<file path="config.mk">
export PLATFORM = sky130hd
export DESIGN_NAME = sha256_message_digest
export DESIGN_NICKNAME = d
export VERILOG_FILES = /design/src/rtl/sha256md_pkg.sv /design/src/rtl/sha256md_round_core.sv /design/src/rtl/sha256_message_digest.sv
export VERILOG_INCLUDE_DIRS = /design/src /design/src/rtl
export SDC_FILE = /design/constraint.sdc
export NUM_CORES = 2
export LEC_CHECK = 0
export ABC_AREA = 1
export BUFFER_PORTS_ARGS = -buffer_cell sky130_fd_sc_hd__buf_2
export CORE_MARGIN = 2
export CORE_UTILIZATION = 55
export DETAILED_ROUTE_END_ITERATION = 6
export PLACE_DENSITY = 0.69
export REMOVE_ABC_BUFFERS = 1
export SLEW_MARGIN = 0
export SYNTH_ARGS = -nofsm -noshare
export SYNTH_HDL_FRONTEND = slang
export SYNTH_SLANG_ARGS = --single-unit
</file>
<file path="constraint.sdc">
create_clock -name clock -period 74.2 [get_ports clock]
set_input_delay 11.13 -clock clock [delete_from_list [all_inputs] [get_ports clock]]
set_output_delay 11.13 -clock clock [all_outputs]
set_load 0.01 [all_outputs]
</file>
<file path="src/rtl/sha256_message_digest_assert.svh">
// Assertion macros used by the SHA-256 digest RTL.
`ifndef SHA256_MESSAGE_DIGEST_ASSERT_SVH
`define SHA256_MESSAGE_DIGEST_ASSERT_SVH

// Same-cycle implication, checked outside reset.
`define SHA_ASSERT_NOW(label, clk, rst, ante, cons) \
   label: assert property (@(posedge clk) disable iff (rst) (ante) |-> (cons)) \
      else $error("sha256 assertion failed");

// Next-cycle implication, checked outside reset.
`define SHA_ASSERT_NEXT(label, clk, rst, ante, cons) \
   label: assert property (@(posedge clk) disable iff (rst) (ante) |=> (cons)) \
      else $error("sha256 assertion failed");

`endif

</file>
<file path="src/rtl/sha256md_pkg.sv">
// Package with SHA-256 constants, helper functions and the core control struct.
`default_nettype none
package sha256md_pkg;

   localparam int unsigned NUM_CHAIN = 8;
   localparam int unsigned NUM_SCHED = 16;

   localparam logic [31:0] SHA_IV [NUM_CHAIN] = '{
      32'h6A09E667, 32'hBB67AE85, 32'h3C6EF372, 32'hA54FF53A,
      32'h510E527F, 32'h9B05688C, 32'h1F83D9AB, 32'h5BE0CD19
   };

   localparam logic [31:0] SHA_K [64] = '{
      32'h428A2F98, 32'h71374491, 32'hB5C0FBCF, 32'hE9B5DBA5,
      32'h3956C25B, 32'h59F111F1, 32'h923F82A4, 32'hAB1C5ED5,
      32'hD807AA98, 32'h12835B01, 32'h243185BE, 32'h550C7DC3,
      32'h72BE5D74, 32'h80DEB1FE, 32'h9BDC06A7, 32'hC19BF174,
      32'hE49B69C1, 32'hEFBE4786, 32'h0FC19DC6, 32'h240CA1CC,
      32'h2DE92C6F, 32'h4A7484AA, 32'h5CB0A9DC, 32'h76F988DA,
      32'h983E5152, 32'hA831C66D, 32'hB00327C8, 32'hBF597FC7,
      32'hC6E00BF3, 32'hD5A79147, 32'h06CA6351, 32'h14292967,
      32'h27B70A85, 32'h2E1B2138, 32'h4D2C6DFC, 32'h53380D13,
      32'h650A7354, 32'h766A0ABB, 32'h81C2C92E, 32'h92722C85,
      32'hA2BFE8A1, 32'hA81A664B, 32'hC24B8B70, 32'hC76C51A3,
      32'hD192E819, 32'hD6990624, 32'hF40E3585, 32'h106AA070,
      32'h19A4C116, 32'h1E376C08, 32'h2748774C, 32'h34B0BCB5,
      32'h391C0CB3, 32'h4ED8AA4A, 32'h5B9CCA4F, 32'h682E6FF3,
      32'h748F82EE, 32'h78A5636F, 32'h84C87814, 32'h8CC70208,
      32'h90BEFFFA, 32'hA4506CEB, 32'hBEF9A3F7, 32'hC67178F2
   };

   // Control from the sequencer to the round core.
   typedef struct packed {
      logic init;    // reload chaining words with the initial values
      logic step;    // run one round
      logic first;   // first round of a block: take a..h from the chain
      logic fold;    // add a..h into the chaining words
   } core_ctl_type;

   function automatic logic [31:0] rotr(input logic [31:0] x, input int unsigned n);
      return (x >> n) | (x << (32 - n));
   endfunction

   function automatic logic [31:0] big_sigma0(input logic [31:0] x);
      return rotr(x, 2) ^ rotr(x, 13) ^ rotr(x, 22);
   endfunction

   function automatic logic [31:0] big_sigma1(input logic [31:0] x);
      return rotr(x, 6) ^ rotr(x, 11) ^ rotr(x, 25);
   endfunction

   function automatic logic [31:0] small_sigma0(input logic [31:0] x);
      return rotr(x, 7) ^ rotr(x, 18) ^ (x >> 3);
   endfunction

   function automatic logic [31:0] small_sigma1(input logic [31:0] x);
      return rotr(x, 17) ^ rotr(x, 19) ^ (x >> 10);
   endfunction

endpackage
`default_nettype wire

</file>
<file path="src/rtl/sha256md_round_core.sv">
// SHA-256 round unit: working variables, schedule window and chaining words.
`default_nettype none
module sha256md_round_core (
   input  wire logic                       clock,
   input  wire logic                       reset,
   input  wire sha256md_pkg::core_ctl_type ctl,
   input  wire logic [5:0]                 rnd,
   input  wire logic [31:0]                blk_word,
   input  wire logic [2:0]                 out_sel,
   output logic [31:0]                     chain_word
);
   import sha256md_pkg::*;

   logic [31:0] chain_ff [NUM_CHAIN];
   logic [31:0] chain_in [NUM_CHAIN];
   logic [31:0] vars_ff  [NUM_CHAIN];
   logic [31:0] vars_in  [NUM_CHAIN];
   logic [31:0] sched_ff [NUM_SCHED];
   logic [31:0] sched_in [NUM_SCHED];
   logic [31:0] cur      [NUM_CHAIN];
   logic [31:0] w_t;
   logic [31:0] t1;
   logic [31:0] t2;

   always_comb begin
      for (int i = 0; i < NUM_CHAIN; i++) begin
         cur[i] = ctl.first ? chain_ff[i] : vars_ff[i];
      end
      // window: sched_ff[0] is W[t-16], sched_ff[15] is W[t-1]
      if (rnd < 6'd16) begin
         w_t = blk_word;
      end else begin
         w_t = sched_ff[0] + small_sigma0(sched_ff[1]) + sched_ff[9]
             + small_sigma1(sched_ff[14]);
      end
      t1 = cur[7] + big_sigma1(cur[4]) + ((cur[4] & cur[5]) ^ (~cur[4] & cur[6]))
         + SHA_K[rnd] + w_t;
      t2 = big_sigma0(cur[0]) + ((cur[0] & cur[1]) ^ (cur[0] & cur[2]) ^ (cur[1] & cur[2]));

      vars_in  = vars_ff;
      sched_in = sched_ff;
      if (ctl.step) begin
         vars_in[7] = cur[6];
         vars_in[6] = cur[5];
         vars_in[5] = cur[4];
         vars_in[4] = cur[3] + t1;
         vars_in[3] = cur[2];
         vars_in[2] = cur[1];
         vars_in[1] = cur[0];
         vars_in[0] = t1 + t2;
         for (int i = 0; i < NUM_SCHED - 1; i++) begin
            sched_in[i] = sched_ff[i + 1];
         end
         sched_in[NUM_SCHED - 1] = w_t;
      end

      chain_in = chain_ff;
      if (ctl.init) begin
         chain_in = SHA_IV;
      end else if (ctl.fold) begin
         for (int i = 0; i < NUM_CHAIN; i++) begin
            chain_in[i] = chain_ff[i] + vars_ff[i];
         end
      end
   end

   always_ff @(posedge clock) begin
      if (reset) begin
         chain_ff <= SHA_IV;
      end else begin
         chain_ff <= chain_in;
      end
   end

   always_ff @(posedge clock) begin
      vars_ff  <= vars_in;
      sched_ff <= sched_in;
   end

   assign chain_word = chain_ff[out_sel];

endmodule
`default_nettype wire

</file>
<file path="src/rtl/sha256_message_digest.sv">
// SHA-256 digest engine, one message byte per input word, eight digest words out.
// A byte is buffered on acceptance; one that fills a block starts 64 rounds, then the fold.
// End of message: one or two more compressions, then 8 output words.
// Bytes are not accepted while the single round unit compresses a block or the digest is output.
// Reset (sync, active high) loads the initial hash values and clears counts;
//   the block buffer and round registers are not cleared.
`default_nettype none
`include "sha256_message_digest_assert.svh"
module sha256_message_digest (
   input  wire logic        clock,
   input  wire logic        reset,
   input  wire logic        req_valid,
   output logic             req_ready,
   input  wire logic [7:0]  req_data_byte,
   input  wire logic        req_byte_present,
   input  wire logic        req_end_of_message,
   output logic             rsp_valid,
   input  wire logic        rsp_ready,
   output logic [31:0]      rsp_digest_word,
   output logic             rsp_word_last
);
   import sha256md_pkg::*;

   typedef enum logic [3:0] {
      ST_IDLE  = 4'b0001,
      ST_ROUND = 4'b0010,
      ST_FOLD  = 4'b0100,
      ST_OUT   = 4'b1000
   } state_type;

   // what follows the compression that is running
   typedef enum logic [1:0] {
      JOB_NONE,   // back to idle
      JOB_PAD,    // padding block starting at byte 0 (marker + length)
      JOB_LEN,    // all-zero block carrying only the length
      JOB_OUT     // emit the digest
   } job_type;

   localparam logic [6:0] FULL_LIMIT = 7'd64;
   localparam logic [6:0] LEN_LIMIT  = 7'd56;
   localparam logic [6:0] LAST_BYTE  = 7'd63;
   localparam logic [5:0] LAST_ROUND = 6'd63;
   localparam logic [2:0] LAST_WORD  = 3'd7;

   state_type    state_ff, state_in;
   job_type      job_ff, job_in;
   logic [5:0]   rnd_ff, rnd_in;
   logic [6:0]   fill_ff, fill_in;
   logic [63:0]  bits_ff, bits_in;
   logic [6:0]   lim_ff, lim_in;        // bytes below this come from the buffer
   logic         marker_ff, marker_in;  // 0x80 sits at byte lim
   logic         len_ff, len_in;        // words 14 and 15 carry the bit count
   logic [2:0]   out_idx_ff, out_idx_in;
   logic [31:0]  blk_buf_ff [16];

   logic         acc;
   logic         out_acc;
   logic [6:0]   fill_after;
   logic [31:0]  buf_word;
   logic [31:0]  blk_word;
   logic [6:0]   pos;
   core_ctl_type ctl;

   assign req_ready = (state_ff == ST_IDLE);
   assign rsp_valid = (state_ff == ST_OUT);
   assign acc       = req_valid & req_ready;
   assign out_acc   = rsp_valid & rsp_ready;
   assign rsp_word_last = (out_idx_ff == LAST_WORD);
   assign fill_after = req_byte_present ? (fill_ff + 7'd1) : fill_ff;

   // sequencer
   always_comb begin
      state_in   = state_ff;
      job_in     = job_ff;
      rnd_in     = rnd_ff;
      fill_in    = fill_ff;
      bits_in    = bits_ff;
      lim_in     = lim_ff;
      marker_in  = marker_ff;
      len_in     = len_ff;
      out_idx_in = out_idx_ff;
      case (state_ff)
         ST_IDLE: begin
            if (acc) begin
               rnd_in = '0;
               if (req_byte_present) begin
                  bits_in = bits_ff + 64'd8;
               end
               if (req_byte_present && (fill_ff == LAST_BYTE)) begin
                  // block full: plain compression, pad afterward if last
                  fill_in   = '0;
                  lim_in    = FULL_LIMIT;
                  marker_in = 1'b0;
                  len_in    = 1'b0;
                  job_in    = req_end_of_message ? JOB_PAD : JOB_NONE;
                  state_in  = ST_ROUND;
               end else if (req_end_of_message) begin
                  fill_in   = '0;
                  lim_in    = fill_after;
                  marker_in = 1'b1;
                  if (fill_after < LEN_LIMIT) begin
                     len_in = 1'b1;
                     job_in = JOB_OUT;
                  end else begin
                     // no room for the length: second block
                     len_in = 1'b0;
                     job_in = JOB_LEN;
                  end
                  state_in = ST_ROUND;
               end else begin
                  fill_in = fill_after;
               end
            end
         end
         ST_ROUND: begin
            rnd_in = rnd_ff + 6'd1;
            if (rnd_ff == LAST_ROUND) begin
               state_in = ST_FOLD;
            end
         end
         ST_FOLD: begin
            rnd_in = '0;
            case (job_ff)
               JOB_NONE: state_in = ST_IDLE;
               JOB_PAD: begin
                  lim_in    = '0;
                  marker_in = 1'b1;
                  len_in    = 1'b1;
                  job_in    = JOB_OUT;
                  state_in  = ST_ROUND;
               end
               JOB_LEN: begin
                  lim_in    = '0;
                  marker_in = 1'b0;
                  len_in    = 1'b1;
                  job_in    = JOB_OUT;
                  state_in  = ST_ROUND;
               end
               JOB_OUT: begin
                  out_idx_in = '0;
                  state_in   = ST_OUT;
               end
               default: state_in = ST_IDLE;
            endcase
         end
         ST_OUT: begin
            if (out_acc) begin
               out_idx_in = out_idx_ff + 3'd1;
               if (out_idx_ff == LAST_WORD) begin
                  bits_in  = '0;
                  fill_in  = '0;
                  state_in = ST_IDLE;
               end
            end
         end
         default: state_in = ST_IDLE;
      endcase
   end

   always_ff @(posedge clock) begin
      if (reset) begin
         state_ff   <= ST_IDLE;
         job_ff     <= JOB_NONE;
         rnd_ff     <= '0;
         fill_ff    <= '0;
         bits_ff    <= '0;
         out_idx_ff <= '0;
      end else begin
         state_ff   <= state_in;
         job_ff     <= job_in;
         rnd_ff     <= rnd_in;
         fill_ff    <= fill_in;
         bits_ff    <= bits_in;
         out_idx_ff <= out_idx_in;
      end
   end

   always_ff @(posedge clock) begin
      lim_ff    <= lim_in;
      marker_ff <= marker_in;
      len_ff    <= len_in;
   end

   // block buffer, big-endian byte lanes: byte 4t lands in bits 31:24 of word t
   always_ff @(posedge clock) begin
      if (acc && req_byte_present) begin
         blk_buf_ff[fill_ff[5:2]][{~fill_ff[1:0], 3'b000} +: 8] <= req_data_byte;
      end
   end

   // message word for rounds 0..15, padding applied on the fly
   always_comb begin
      buf_word = blk_buf_ff[rnd_ff[3:0]];
      blk_word = '0;
      pos      = '0;
      for (int j = 0; j < 4; j++) begin
         pos = {1'b0, rnd_ff[3:0], 2'(j)};
         if (pos < lim_ff) begin
            blk_word[8*(3-j) +: 8] = buf_word[8*(3-j) +: 8];
         end else if (marker_ff && (pos == lim_ff)) begin
            blk_word[8*(3-j) +: 8] = 8'h80;
         end else begin
            blk_word[8*(3-j) +: 8] = 8'h00;
         end
      end
      if (len_ff && (rnd_ff == 6'd14)) begin
         blk_word = bits_ff[63:32];
      end else if (len_ff && (rnd_ff == 6'd15)) begin
         blk_word = bits_ff[31:0];
      end
   end

   always_comb begin
      ctl.init  = out_acc && (out_idx_ff == LAST_WORD);
      ctl.step  = (state_ff == ST_ROUND);
      ctl.first = (rnd_ff == '0);
      ctl.fold  = (state_ff == ST_FOLD);
   end

   sha256md_round_core u_core (
      .clock      (clock),
      .reset      (reset),
      .ctl        (ctl),
      .rnd        (rnd_ff),
      .blk_word   (blk_word),
      .out_sel    (out_idx_ff),
      .chain_word (rsp_digest_word)
   );

   `SHA_ASSERT_NOW(a_no_overlap, clock, reset, rsp_valid, !req_ready)
   `SHA_ASSERT_NEXT(a_round_to_fold, clock, reset,
      (state_ff == ST_ROUND) && (rnd_ff == LAST_ROUND), state_ff == ST_FOLD)
   `SHA_ASSERT_NEXT(a_last_word_frees, clock, reset,
      rsp_valid && rsp_ready && rsp_word_last, req_ready && (fill_ff == '0))
   `SHA_ASSERT_NOW(a_fill_in_range, clock, reset, req_ready, fill_ff <= LAST_BYTE)

endmodule
`default_nettype wire

</file>
==> flow_metrics.tcl <==
set metrics [dict create \
    outcome "finished, violations left" \
    violations "design-rule violations" \
    synth.area.top_cells "edfxtp_1 (41%), nand2_1 (7.3%), dfxtp_1 (7.3%), a21oi_1 (5.7%), ha_1 (5.5%)" \
    grt_pass1_wl_mm 494 \
    hpwl_mm 255 \
    initial_core_util_pct 55.3 \
    grt_max_degree 181 \
    globalRoute.totalOverflow 0 \
    holdPathStages 0 \
    crit_start "out_idx_ff[0]$_SDFFE_PP0P_" \
    finalCritPeriodShare_pct 20.5 \
    start_kind "flip-flop" \
    core_area_um2 171000 \
    first_global_vias 73570 \
    vias_per_cell 6.19 \
    end_kind "primary output" \
    min_to "u_core.sched_ff[297]$_DFFE_PP_" \
    synth_top_cell_area_share_pct 40.9 \
    yosysWarnings 0 \
    n_fill_cell 14569 \
    globalplace.congestion 1.03 \
    grtUsageTotal_pct 38.3 \
    nNetsFinal 10930 \
    netlist_area_um2 94700 \
    use_met1_pct 53.3 \
    reg2reg_depth 39 \
    synth_cell_types 77 \
    cpPeakStageDelay_ns 0.88 \
    setup_viol_count_final 0 \
    hp-class "flip-flop to flip-flop" \
    htreeDepth 4 \
    routed_wl_mm 341 \
    ys_ff_latch 1632 \
    worstPathArrival_ns 4.08 \
    rsz0062_at_grt "no" \
    cts_buffers 173 \
    dieHeight_um 419 \
    regToRegSetupSlack_ns 60.83 \
    synth.most_common_cell "nand2_1" \
    ys_top_cells_by_count "nand2_1 (1847), edfxtp_1 (1289), inv_1 (1234), a21oi_1 (1070), o21ai_0 (902)" \
    fmax_mhz 65.8 \
    layout-drive-gt1-share_pct 5.73 \
    cts.sinks 1632 \
    first_pass_iters 7 \
    yosysTopAreaCell "edfxtp_1" \
    ioPinCount 49 \
    die_x_um 419 \
    fp.dieArea_um2 176000 \
    drtIter0Drc 10672 \
    fin_skew_ns 0.0607 \
    crit_fanout 119 \
    worstPathCellList "inv_4 > nand2_1 > o21ai_0 > a221oi_1 > a31oi_1 > buf_2" \
    syn_area_per_cell_um2 9.14 \
    area_growth_syn_to_layout_pct 8.63 \
    postCtsSetupBuffers 0 \
    drtAntennaViolNets 0 \
    synthFlopType "edfxtp_1" \
    relSlewSlack_pct 2.45 \
    setup_tns_ns 0 \
    rows 152 \
    path_class "flip-flop to primary output" \
    drc_errors 5 \
    root_buffer "clkbuf_16" \
    post_cts_resize_count 0 \
    max_cap_violations 0 \
    crit_required_ns 63.07 \
    min_from "u_core.sched_ff[265]$_DFFE_PP_" \
    cts_max_path_buffers 3 \
    tightest_slew_ns 1.46 \
    yosysSeqAreaShare_pct 48.1 \
    synth_edf_count 1289 \
    clkSlewWorstSetupHoldPaths_ns 0.06 \
    period_needed_ns 15.21 \
    reg2reg_to "u_core.vars_ff[255]$_DFFE_PP_" \
    routedWlPerCell_um 26.7 \
    synth_cells 10361 \
    vias 79057 \
    gr-usage-met2_pct 56.0 \
    postSynth.asyncResetShare_pct 0 \
    hold_buffers 0 \
    cts_tree "built" \
    drv_slew 0 \
    clk_latency_ns 0.86 \
    busiest_layer "met2" \
    critPathSlowestCell "dfxtp_4" \
    use_met3_pct 10.3 \
    port_buffers 48 \
    r2r_start "rnd_ff[1]$_SDFFE_PP0P_" \
    antenna_found_initial 39 \
    final-hold-violation-count 0 \
]
per-stage QoR:
step           utilization (%)  worst slack, ns  std cells  instance area, um^2  hold slack (ns)
5_1_grt                   60.0            58.83      12758               103000            0.412
6_report                  60.0            58.99      12769               103000            0.414
4_1_cts                   60.0            59.17      12754               103000            0.413
3_3_place_gp              56.7            59.82      12440                97100            0.400
3_5_place_dp              56.7            59.78      12440                97100            0.405
2_1_floorplan                -            39.93       9995                93200            0.400
layout by cell type (no fill, tap or decap), drive strengths merged, types with 30 or more instances in the layout:
cell,Yosys,layout
clkinv,9,65
fa,196,196
a31oi,69,69
o21bai,63,63
a32o,31,31
nor3,142,142
clkbuf,251,226
inv,1243,1251
a21o,82,82
xnor2,183,183
nand4,64,64
o21ai,956,956
ha,415,415
edfxtp,1289,1289
a22oi,35,35
a221oi,61,61
nor4,41,41
o22ai,30,30
a21oi,1071,1071
o211ai,159,159
or2,121,121
buf,115,135
nand2,1851,1851
nor2,717,717
nand3,359,359
dfxtp,343,343
xor2,273,273
worst max-delay path: cells and delay by family, from the launching register on:
family | cells | cell delay, ns
AOI/OAI and AO/OA | 3 | 1.26
buffers and inverters | 2 | 0.86
DFF | 1 | 0.88
and+or+nand+nor | 1 | 0.17
final cells by class:
cell class	count	area, um^2	area share [%]
Antenna cell	15	37.5	0.0365
Clock buffer	226	4680	4.55
Clock inverter	88	1050	1.03
Inverter	1252	4720	4.59
Multi-Input combinational cell	7111	42900	41.7
Sequential cell	1632	45600	44.3
Tap cell	2310	2890	2.81
Timing Repair Buffer	135	956	0.929
state kept, by name (all words and copies together), names as in the netlist, named ones only:
name             count
bits_ff             61
blk_buf_ff         512
fill_ff              7
job_ff               2
len_ff               1
lim_ff               7
marker_ff            1
out_idx_ff           3
rnd_ff               6
state_ff             4
u_core.chain_ff    256
u_core.sched_ff    512
u_core.vars_ff     256
per-layer routing:
| layer | part of all wire, % | up-vias |
|---|---|---|
| li1 | - | 35637 |
| met1 | 41 | 38012 |
| met2 | 42 | 4528 |
| met3 | 12 | 838 |
| met4 | 5.1 | 42 |
| met5 | 0.076 | - |
kinds of logic (layout without fill, tap and decap cells):
group | count (synthesis) | count (layout) | synth area share, %
multiplexers | 8 | 8 | 0.0872
flip-flops | 1632 | 1632 | 48.1
AO/OA/AOI/OAI | 2699 | 2699 | 16.5
adder cells (fa/ha/maj) | 625 | 625 | 9.78
XOR/XNOR | 456 | 456 | 4.22
other | 0 | 15 | 0
AND/OR/NAND/NOR | 3323 | 3323 | 14.7
buffers and inverters | 1618 | 1701 | 6.57
how the worst max path moves through the flow:
stage | end | slack, ns | cells past startpoint
floorplan | flip-flop | 39.93 | 4
global route | rsp_digest_word[13] | 58.83 | 6
global placement | u_core.chain_ff[36]$_SDFFE_PP0P_ | 59.82 | 9
CTS | rsp_digest_word[13] | 59.17 | 6
finish | rsp_digest_word[13] | 58.99 | 6
detailed placement | u_core.chain_ff[68]$_SDFFE_PP0P_ | 59.78 | 9
Power is not shown: default switching activity piles up to over one toggle a cycle in this logic, so the estimate is an artifact.
